===== src/gclp_pkg.sv =====
`timescale 1ns / 1ps
// Shared types and constants of the grid lowest-point filter.
// Used by gclp_ctrl, gclp_dpath and grid_cell_lowest_point; depends on nothing.
package gclp_pkg;

    localparam int COORD_W = 32;

    // Item op codes
    localparam logic OP_INSERT = 1'b0;
    localparam logic OP_READ   = 1'b1;

    // Result status codes
    localparam logic [1:0] ST_STORED  = 2'd0;
    localparam logic [1:0] ST_OUTSIDE = 2'd1;
    localparam logic [1:0] ST_REPORT  = 2'd2;

    // Configuration register indexes
    localparam logic [2:0] CFG_ORIGIN_X   = 3'd0;
    localparam logic [2:0] CFG_ORIGIN_Y   = 3'd1;
    localparam logic [2:0] CFG_CELL_SHIFT = 3'd2;
    localparam logic [2:0] CFG_GRID_COLS  = 3'd3;
    localparam logic [2:0] CFG_GRID_ROWS  = 3'd4;

    // Configuration reset values and limits
    localparam logic [4:0] SHIFT_RESET = 5'd8;
    localparam logic [4:0] MAX_SHIFT   = 5'd24;
    localparam logic [6:0] COLS_RESET  = 7'd64;
    localparam logic [6:0] ROWS_RESET  = 7'd64;

    // Controller to datapath
    typedef struct packed {
        logic clr;     // clear one memory entry, advance the sweep
        logic load;    // capture an accepted item
        logic calc;    // resolve cell index, range and centers
        logic finish;  // update the cell and load the result register
    } t_cmd;

    // Datapath to controller
    typedef struct packed {
        logic clr_last;  // sweep sits on the last entry
        logic out_free;  // result register can take a new result
    } t_sts;

endpackage


===== src/gclp_ctrl.sv =====
`timescale 1ns / 1ps
// Sequencer of the grid lowest-point filter: clearing sweep, then one item at a time.
// Depends on gclp_pkg for the command and status structs.
module gclp_ctrl (
    input  logic              i_clk,
    input  logic              i_rst_n,
    input  logic              i_in_valid,
    input  gclp_pkg::t_sts    i_sts,
    output logic              o_in_stall,
    output gclp_pkg::t_cmd    o_cmd
);

    localparam logic [2:0] S_CLEAR  = 3'd0;
    localparam logic [2:0] S_IDLE   = 3'd1;
    localparam logic [2:0] S_CALC   = 3'd2;
    localparam logic [2:0] S_READ   = 3'd3;
    localparam logic [2:0] S_UPDATE = 3'd4;

    logic [2:0] r_state;
    logic [2:0] n_state;

    always_comb begin
        n_state = r_state;
        unique case (r_state)
            S_CLEAR: begin
                if (i_sts.clr_last) n_state = S_IDLE;
            end
            S_IDLE: begin
                if (i_in_valid) n_state = S_CALC;
            end
            S_CALC:   n_state = S_READ;
            S_READ:   n_state = S_UPDATE;
            S_UPDATE: begin
                if (i_sts.out_free) n_state = S_IDLE;
            end
            default:  n_state = S_IDLE;
        endcase
    end

    always_ff @(posedge i_clk) begin
        if (!i_rst_n) begin
            r_state <= S_CLEAR;
        end else begin
            r_state <= n_state;
        end
    end

    assign o_in_stall   = (r_state != S_IDLE);
    assign o_cmd.clr    = (r_state == S_CLEAR);
    assign o_cmd.load   = (r_state == S_IDLE) && i_in_valid;
    assign o_cmd.calc   = (r_state == S_CALC);
    assign o_cmd.finish = (r_state == S_UPDATE) && i_sts.out_free;

endmodule


===== config.mk =====
export PLATFORM = sky130hd
export DESIGN_NAME = gclp_ctrl
export DESIGN_NICKNAME = d
export VERILOG_FILES = /design/src/gclp_pkg.sv /design/src/gclp_ctrl.sv
export SDC_FILE = /design/constraint.sdc
export NUM_CORES = 1
export LEC_CHECK = 0
export BUFFER_PORTS_ARGS = -buffer_cell sky130_fd_sc_hd__buf_2
export CAP_MARGIN = 20
export CORE_AREA = 2 2 39 41
export CTS_BUF_LIST = sky130_fd_sc_hd__clkbuf_2
export CTS_CLUSTER_DIAMETER = 80
export DETAILED_ROUTE_END_ITERATION = 8
export DIE_AREA = 0 0 41 43
export GPL_ROUTABILITY_DRIVEN = 0
export SLEW_MARGIN = 30
export SYNTH_ARGS = -nofsm -noshare
export SYNTH_HDL_FRONTEND = slang
export SYNTH_SLANG_ARGS = --single-unit

===== constraint.sdc =====
create_clock -name i_clk -period 1.6 [get_ports i_clk]
set_clock_uncertainty 0.05 [all_clocks]
set_input_delay 0.08 -clock i_clk [delete_from_list [all_inputs] [get_ports i_clk]]
set_output_delay 0.08 -clock i_clk [all_outputs]
set_load 0.01 [all_outputs]

==> results summary, run 1 <==
The H-tree depth came out at 1. The region available for standard cell placement spans 1380 µm². The clock transition at the register clock pins on the worst setup and hold paths after CTS came out at 0.04 ns. The number of CTS-inserted buffers is 3. The share of the clock period used by the worst path came out at 81.2%. The vertical die dimension came out at 43 µm. The number of detailed-route iterations in the first pass is 2. The flow ran to the end, and the final reports show no timing, DRC or antenna violations. The required time of the critical path came out at 1.47 ns.

For this design, the CTS-stage hold fixing added 0 buffers. The reported max-cap violation count is 0. The number of input and output port buffers inserted came out at 9. The count of pins over their slew limit is 0. Cells fill 19.3% of the core in the end.

The final standard cell count with taps included and fillers excluded came out at 50. 0 antenna diodes ended up in the layout. The critical path buffer and inverter count came out at 1. For this design, the slowest cell found on the critical path is dfxtp_1. The routed wire length came out at 414 µm.

The cell area power density came out at 1060 nW/µm². The worst reg-to-reg path cell count came out at 3. The wire length on met3 is 30 µm.

The clock drives 3 sinks. The total via count after detailed routing is 199. Ranked by flip-flop count, first place goes to r_state. The via density per instance is 3.98. The dominant synthesized flop cell is dfxtp_1. The source-to-sink clock delay at the later pin of the worst-skew pair is 0.20 ns. The detailed router put a total of 160 µm of wire on met1. The worst supply voltage drop on vdd is 193 µV. After synthesis, the netlist uses 18 different library cells. Counting instances in the post-synthesis netlist gives the leading cell types as dfxtp_1 (3), nor3_1 (2), o21ai_0 (2). In this run, synthesis produced a sequential element count of 3. The detail-routed net length per standard cell came out at 8.28 µm. Row generation in the floorplan step produced 14 rows.

The relative slew slack is 81.8%. The worst hold path begins at i_rst_n. Post-CTS timing repair inserted 0 buffers for setup. TritonCTS built the clock tree. The width of the chip came out at 41 µm.

After detailed routing, no signal wire sits above met4. In the global route stage, overall resource usage came out at 6.71%. Hold timing on the final database bottoms out at a slack of 0.0598 ns. The worst register-to-register path ends at r_state[2]. The filler cells instantiated in the layout total 166.

The startpoint type of the worst setup path is a flop. Traced cell by cell, the critical path runs through nor2b_4, or2b_1, buf_2. After synthesis the cells add up to 189 µm². The placed wire-length estimate is 344 µm. Counting every net in the synthesized netlist gives 27. The reg-to-reg setup timing slack came out at 0.41 ns. The final layout contains 40 nets. The synthesis-to-finish area growth came out at 41.1%. The DRC violation total after the first TritonRoute iteration came out at 1. The count of final hold-check violations is 0. The setup TNS came out at 0 ns. The gate count of the mapped netlist is 22. The area of the die came out at 1760 µm². The cell sitting at the root of the clock tree is a clkbuf_2. The flip-flop count of the largest register, all copies and words added is 3. The final setup violation count came out at 0. The remaining design rule violation count came out at 0. Data arrives at the worst endpoint at 1.17 ns. The most common cell in the synthesized netlist is dfxtp_1. The number of gates given a new drive strength after cts came out at 0. Of all nets on the critical path, the largest fanout is 6.

The number of enable-type register cells in the synthesized netlist came out at 0. The sequential share of the synthesized area is 31.8%. The sum of met2 wire segment lengths after detailed routing is 203 µm. The initial standard-cell utilization of the core is 13.7%. The static leakage power is 0.127 nW. By area the synthesized netlist is led by dfxtp_1 (32%), nor2b_4 (7.3%), nor3b_2 (6.6%). STA classifies the critical path endpoint as an output port.

The critical path is of the flop to output port type. The wire length of the first global-routing pass came out at 641 µm. Among cell families on the critical path, the largest total delay comes from flip-flops.

At the pin with the least slew margin, the transition time is 0.273 ns. The number of antenna violations at the first check in global routing is 0. In this run the remaining antenna-violating nets after routing total 0.

Setup repair after global routing left no endpoint under its margin. The cell accounting for the most synthesized area is dfxtp_1. The startpoint of the worst register-to-register path is r_state[0]. The share of synthesized registers carrying an async set or reset came out at 0%. The stage delay of the slowest cell on the critical path came out at 0.42 ns.

The path type of the worst min-delay path is primary input to flop. In this run the biggest area consumer among cell types represents 31.8% of the synthesized area. The total overflow reported by the global router came out at 0. The largest registers in the layout are r_state (3). Timing would allow up to 0.770 GHz. The via count of the first global-routing pass is 162.

The mean post-synth cell area is 8.59 µm². The layout cell share with drive strength beyond 1 is 47.1%. The cell depth of the worst hold path is 2. The clock period could shrink to 1.30 ns. The maximum clock insertion buffer count is 2. The placed instance count came out at 46.

The number of warning messages in the yosys log is 0. Pin placement for this block handled 10 I/O pins. The largest net degree at the start of global routing came out at 10. The path with the worst hold slack has its endpoint at r_state[1].
power by group:
| part | switching, mW | internal (mW) |
|---|---|---|
| Combinational | 0.0335 | 0.0439 |
| Sequential | 0.0178 | 0.0850 |
| Clock | 0.0371 | 0.0659 |
| Total | 0.0885 | 0.195 |
layer usage:
metal | vias to the layer above | track usage (%)
met3 | 2 | 6.28
met2 | 7 | 7.19
met4 | 0 | 10.0
li1 | 103 | -
met1 | 87 | 5.43
met5 | - | 0
metrics by stage:
stage / power, mW / instance area (µm²) / setup slack (ns)
2_1_floorplan: 0.157 / 189 / 0.482
3_3_place_gp: 0.182 / 246 / 0.418
3_5_place_dp: 0.184 / 246 / 0.408
4_1_cts: 0.293 / 267 / 0.269
5_1_grt: 0.308 / 267 / 0.170
6_report: 0.283 / 267 / 0.301
worst max-delay path by stage:
stage          cells after the start         end  slack, ns        from
6_report                           3  o_in_stall       0.30  r_state[0]
5_1_grt                            3    o_cmd[2]       0.17  r_state[0]
3_3_place_gp                       3  r_state[2]       0.42  r_state[0]
2_1_floorplan                      3  r_state[2]       0.48  r_state[0]
4_1_cts                            3    o_cmd[2]       0.27  r_state[0]
3_5_place_dp                       3  r_state[2]       0.41  r_state[0]
final cells by class:
class | count | area, µm² | share of cell area, %
clock buffer | 4 | 20.0 | 7.51
inverter | 1 | 3.75 | 1.41
multi-input combinational | 17 | 118 | 44.1
sequential | 3 | 60.1 | 22.5
tap | 16 | 20.0 | 7.51
timing repair buffer | 9 | 45.0 | 16.9
cells by family after synthesis:
logic type / after synthesis / share of synthesized area [%]
AND/OR/NAND/NOR: 11 / 40.4
AO/OA/AOI/OAI: 5 / 15.9
flip-flops: 3 / 31.8
buffers and inverters: 2 / 5.96
multiplexers: 1 / 5.96
layout by cell type (no fill, tap or decap), types with 2 or more instances in the layout:
| cell | n |
|---|---|
| buf_2 | 9 |
| clkbuf_2 | 4 |
| dfxtp_1 | 3 |
| nor3_1 | 2 |
| o21ai_0 | 2 |
Power figures use the tool's default switching activity.
==> run 2, diff against run 1 <==
==> constraint.sdc (replaced) <==
create_clock -name i_clk -period 1.1 [get_ports i_clk]
set_clock_uncertainty 0.05 [all_clocks]
set_input_delay 0.055 -clock i_clk [delete_from_list [all_inputs] [get_ports i_clk]]
set_output_delay 0.055 -clock i_clk [all_outputs]
set_load 0.01 [all_outputs]
==> run 2 against run 1 <==
Against the previous run: the flow now finishes with violations (setup timing); sequential cell count stayed put; via count grew 11%; global-route usage increased by 1.2 points; cell count is 10% higher; non-clock buffer count rose by 5; register-to-register slack got worse by 0.49 ns; die area did not move; combinational power increased by 130%; sequential share of layout area decreased by 2.6 points; first-iteration DRC count grew 100%; critical path depth is the same; critical path type unchanged; largest power group is now combinational cells.
==> results summary, run 2 (synthesis results as in run 1) <==
The checks that failed: setup timing. The placed wire-length estimate came out at 349 µm. The top fanout value on the critical path came out at 4. In this run the tightest slew margin relative to its limit is 83.2%. After detailed routing, the number of vias per cell comes to 4.02. The largest registers in the layout are r_state (3). The largest net degree at the start of global routing is 7. The count of nets after finishing came out at 45. The wire length of the first global-routing pass is 834 µm. The detail-routed net length per standard cell came out at 10.1 µm.

The run finished, with violations left. Counting flops per register, the top entry is r_state. Global routing finished with a remaining overflow of 0. Setup repair after global routing could not meet its margin everywhere. TritonCTS built the clock tree.

The count of final hold-check violations came out at 0. The endpoint class of the critical path is an output port. The worst supply voltage drop on vdd is 378 µV.

The number of clock sinks seen by CTS is 3. The worst reg2reg path endpoint is r_state[2]. The layout cell share with drive strength beyond 1 came out at 69.2%. In this run switching power makes up 33.3% of total power. The clock reaches the later pin of the worst-skew pair after 0.21 ns.

The minimum setup slack in the final design is -0.0948 ns. The synthesis-to-finish area growth is 82.8%. The share of the clock period used by the worst path is 109%.

The clock transition at the register clock pins on the worst setup and hold paths after CTS came out at 0.04 ns. The reg-to-reg setup timing slack is -0.08 ns. The total routing usage reported by global routing came out at 7.92%.

The number of inserted filler cells in the final layout came out at 155. Combinational logic burns 36.8% of the power. The required time of the critical path is 1.00 ns. After detailed routing, the total wire length is 557 µm.

The sequential share of power is 30.9%. The width of the chip is 41 µm. The number of input and output port buffers inserted is 9. The cell area power density came out at 1420 nW/µm². In the layout the commonest cells are buf_2 (9), buf_4 (5), clkbuf_2 (4), o21ai_0 (2), dfxtp_4 (2). Timing would allow up to 0.837 GHz. The placed instances occupy a cell area of 263 µm². The worst reg-to-reg path cell count is 4.

The maximum clock insertion buffer count came out at 2. The number of antenna violations at the first check in global routing is 0. The number of antenna-violating nets in the routed design came out at 0. The H-tree depth came out at 1. The area of the core is 1380 µm². Max-cap violations in this run came to 0. The via count of the first global-routing pass came out at 207. Across all hold checks on the routed design, the worst slack comes to 0.0452 ns. The clock network fraction of design power came out at 32.3%. The final setup violation count is 5. Leaving out fill and tap cells, the most frequent cell in the layout is buf_2. The worst setup path is launched from a flop.

The critical path starts at r_state[0]. The time the worst path needs with I/O delays and setup is 1.19 ns. The area of the die is 1760 µm². The most critical setup path has its endpoint at o_in_stall. The data arrival time at the worst-slack endpoint came out at 1.09 ns. The actual slew at the worst max-slew pin is 0.251 ns. The DRC violation total after the first TritonRoute iteration is 2. The count of pins over their slew limit was 0. The number of top-level design ports is 10. The remaining design rule violation count is 0. The static leakage power is 0.165 nW. The startpoint identified for the worst register-to-register timing path is r_state[0].

The worst setup slack after placement is -0.0318 ns. Clock tree synthesis selected as its root buffer the cell clkbuf_2. The count of hold buffers inserted by post-cts repair came out at 0.

The total via count after detailed routing came out at 221. The path type of the worst min-delay path is primary input to flop. The register with the most flip-flops in the layout has 3 of them. Summing internal, switching and leakage power gives 489 µW. The internal power is 326 µW. By startpoint and endpoint, the worst setup path is classified as flop to output port. The count of antenna diodes in the layout came out at 0. The number of CTS-inserted buffers came out at 3.

The vertical die dimension is 43 µm. The first TritonRoute pass finished after 2 iterations. The initialized floorplan defines 14 standard-cell rows. The net switching power came out at 163 µW. The finished cells cover 345 µm². The initial standard-cell utilization of the core is 13.7%.
-- run 2: how the worst min path moves through the flow --
stage,startpoint,endpoint,depth (start not counted),slack [ns]
6_report,i_rst_n,r_state[2],3,0.05
5_1_grt,i_rst_n,r_state[2],3,0.03
4_1_cts,i_rst_n,r_state[1],2,0.02
3_5_place_dp,i_rst_n,r_state[1],2,0.25
3_3_place_gp,i_rst_n,r_state[1],2,0.24
2_1_floorplan,i_rst_n,r_state[1],1,0.12
-- run 2: routing by layer --
metal,vias up,track usage [%],wire (µm)
li1,113,-,-
met1,96,8.31,232
met2,10,10.0,269
met3,2,4.71,36
met4,0,8.00,19
met5,-,0,0
-- run 2: layout make-up --
| class | count | area, µm² | share of cell area [%] |
|---|---|---|---|
| multi-input cells | 17 | 150 | 43.5 |
| repair buffers | 14 | 82.6 | 23.9 |
| flip-flops and latches | 3 | 68.8 | 19.9 |
| clock buffers | 4 | 20.0 | 5.80 |
| well taps | 16 | 20.0 | 5.80 |
| inverters | 1 | 3.75 | 1.09 |
-- run 2: per-stage QoR --
step           cells  setup TNS [ns]  utilization [%]
6_report          55          -0.328             25.0
5_1_grt           55          -0.727             25.0
4_1_cts           53          -0.396             21.9
3_5_place_dp      48         -0.0318             19.0
3_3_place_gp      48               0             19.0
2_1_floorplan     22               0                -
-- run 2: power by group through the flow --
stage               sequential, mW  combinational, mW  clock [mW]
finish                       0.151              0.180       0.158
CTS                          0.148              0.147       0.168
global route                 0.153              0.196       0.184
detailed placement           0.148              0.133           0
floorplan                    0.142             0.0875           0
global placement             0.148              0.132           0
-- run 2: timing repair --
item,CTS,global route
buffers inserted,1,2
pin swaps,0,1
endpoints found under the setup margin,6,7
gates resized for setup,3,7
-- run 2: critical path: stages (launching register included) --
cell     delay, ns
dfxtp_4       0.35
nor2b_4       0.16
or2b_1        0.23
buf_2         0.13
==> run 3, diff against run 2 <==
--- a/config.mk
+++ b/config.mk
@@ -13,6 +13,7 @@
 export DETAILED_ROUTE_END_ITERATION = 8
 export DIE_AREA = 0 0 41 43
 export GPL_ROUTABILITY_DRIVEN = 0
+export GPL_TIMING_DRIVEN = 0
 export SLEW_MARGIN = 30
 export SYNTH_ARGS = -nofsm -noshare
 export SYNTH_HDL_FRONTEND = slang
==> constraint.sdc (replaced) <==
create_clock -name i_clk -period 1.3 [get_ports i_clk]
set_clock_uncertainty 0.05 [all_clocks]
set_input_delay 0.065 -clock i_clk [delete_from_list [all_inputs] [get_ports i_clk]]
set_output_delay 0.065 -clock i_clk [all_outputs]
set_load 0.01 [all_outputs]
==> run 3 against run 2 <==
Against the previous run: the run now ends clean; sequential power decreased by 18%; wire length decreased by 20%; die area unchanged; register-to-register slack improved by 0.25 ns; critical path type unchanged; largest cell class unchanged; largest power group is now the clock network; highest routed layer is now met3.
==> results summary, run 3 (synthesis results as in run 1) <==
The library cell used most frequently in the layout, excluding fill and tap cells, is buf_2. The time the worst path needs with I/O delays and setup is 1.22 ns. The first routing iteration left 0 violations. In this run the static leakage power is 0.136 nW. The largest net degree at the start of global routing came out at 10.

The global-route met2 utilization is 7.50%. The actual slew at the worst max-slew pin is 0.274 ns. TritonCTS built the clock tree.

The required time of the critical path came out at 1.19 ns. The critical path buffer and inverter count is 1. The share of the clock period used by the worst path is 93.7%. In this design, the largest share of critical-path delay is due to flip-flops.

Ranked by flip-flop count, first place goes to r_state. The number of antenna-violating nets in the routed design came out at 0. The worst setup path is launched from a flop.

The number of input and output port buffers inserted came out at 9. The met3 demand-to-capacity share in global routing is 7.85%. The placed wire-length estimate is 341 µm. The slowest stage of the critical path belongs to the cell dfxtp_4.

The routed wire length is 443 µm. The data arrival time at the worst-slack endpoint is 1.10 ns. The met1 usage is 6.71%. The worst supply voltage drop on vdd came out at 507 µV.

The source-to-sink clock delay at the later pin of the worst-skew pair came out at 0.21 ns. The run finished with clean final reports. The area of the die came out at 1760 µm².

The count of pins over their slew limit was 0. The number of clock sinks seen by CTS is 3. The count of nets after finishing came out at 41. Cells with a size suffix above 1 make up 54.3% of the layout. The area of the core came out at 1380 µm².

The longest clock path from root to sink contains 2 buffers. The count of hold buffers inserted by post-cts repair is 0. The stage delay of the slowest cell on the critical path came out at 0.37 ns. The number of antenna violations at the first check in global routing is 0.

For this run, the total global-route usage over all layers was measured as 6.91%. Dividing the detail-routed via count by the number of cells gives 3.71. The path type of the worst min-delay path is primary input to flop. Setup repair after global routing could not meet its margin everywhere.

The wire length of the first global-routing pass is 710 µm. The H-tree depth came out at 1. The number of CTS-inserted buffers is 3. The root buffer cell is clkbuf_2. After detailed routing, the number of remaining DRC violations is 0. The clock transition at the register clock pins on the worst setup and hold paths after CTS is 0.05 ns.

In the final layout, the registers with the most flip-flops are r_state (3). The synthesis-to-finish area growth is 49.7%. The floorplan has 14 rows.

The detail-routed net length per standard cell came out at 8.69 µm. In the layout the commonest cells are buf_2 (9), clkbuf_2 (4). Timing would allow up to 0.821 GHz.

The via count of the first global-routing pass is 184. The total via count after detailed routing is 189. The vertical die dimension is 43 µm. The critical path is of the flop to output port type. The count of final hold-check violations came out at 0. The reported max-cap violation count is 0. The flip-flop count of the largest register, all copies and words added is 3. Global routing finished with a remaining overflow of 0. The die is 41 µm wide.

Traced cell by cell, the critical path runs through nor2b_4, nor3b_2, buf_2. The total power after layout came out at 364 µW. For this configuration, the core starts out at a cell density of 13.7%.

The number of detailed-route iterations in the first pass came out at 1. The count of antenna diodes in the layout came out at 0. The top fanout value on the critical path is 6. The relative slew slack is 81.7%. Power spread over the standard cell area amounts to 1290 nW/µm². The number of top-level design ports came out at 10. The final setup violation count came out at 0. Summed over all failing endpoints, the final setup total negative slack is 0 ns. The endpoint class of the critical path is an output port.

The global routing's busiest layer is met3.
## run 3: final timing paths
| kind | start | endpoint | slack (ns) | depth (start not counted) |
|---|---|---|---|---|
| max | r_state[0] | o_cmd[2] | 0.08 | 3 |
| max reg2reg | r_state[0] | r_state[2] | 0.17 | 3 |
| min reg2reg | r_state[0] | r_state[2] | 0.56 | 3 |
| min | i_rst_n | r_state[1] | 0.05 | 2 |
## run 3: layout make-up
class	instances	area (µm²)
flip-flops and latches	3	63.8
plain buffers	1	7.51
clock buffers	4	20.0
inverters	1	3.75
well taps	16	20.0
repair buffers	9	45.0
multi-input cells	17	123
fillers	169	1100
## run 3: report_power, final
part	internal, mW	leakage, nW	switching (mW)
sequential	0.106	0.0253	0.0183
combinational	0.0583	0.0944	0.0475
clock	0.0812	0.0166	0.0531
## run 3: per-layer routing
metal  up-vias  wire length (µm)
met5         -                 0
met4         0                 0
met3         0                29
met2         7               218
met1        79               195
li1        103                 -
## run 3: what timing repair did
action | in CTS | in global routing
endpoints found under the hold margin | 0 | 0
setup buffers | 0 | 0
cloned | 0 | 0
endpoints found under the setup margin | 2 | 3
gates resized for setup | 1 | 2
pin swaps | 0 | 0
## run 3: metrics by stage
stage / std cells / worst slack, ns / instance area, µm² / hold WS (ns) / util [%]
floorplan: 22 / 0.182 / 189 / 0.133 / -
global placement: 47 / 0.115 / 254 / 0.251 / 18.4
detailed placement: 47 / 0.0932 / 254 / 0.255 / 18.4
CTS: 51 / 0.0363 / 275 / 0.0254 / 19.9
global route: 51 / -0.0142 / 283 / 0.0152 / 20.4
finish: 51 / 0.0817 / 283 / 0.0457 / 20.4
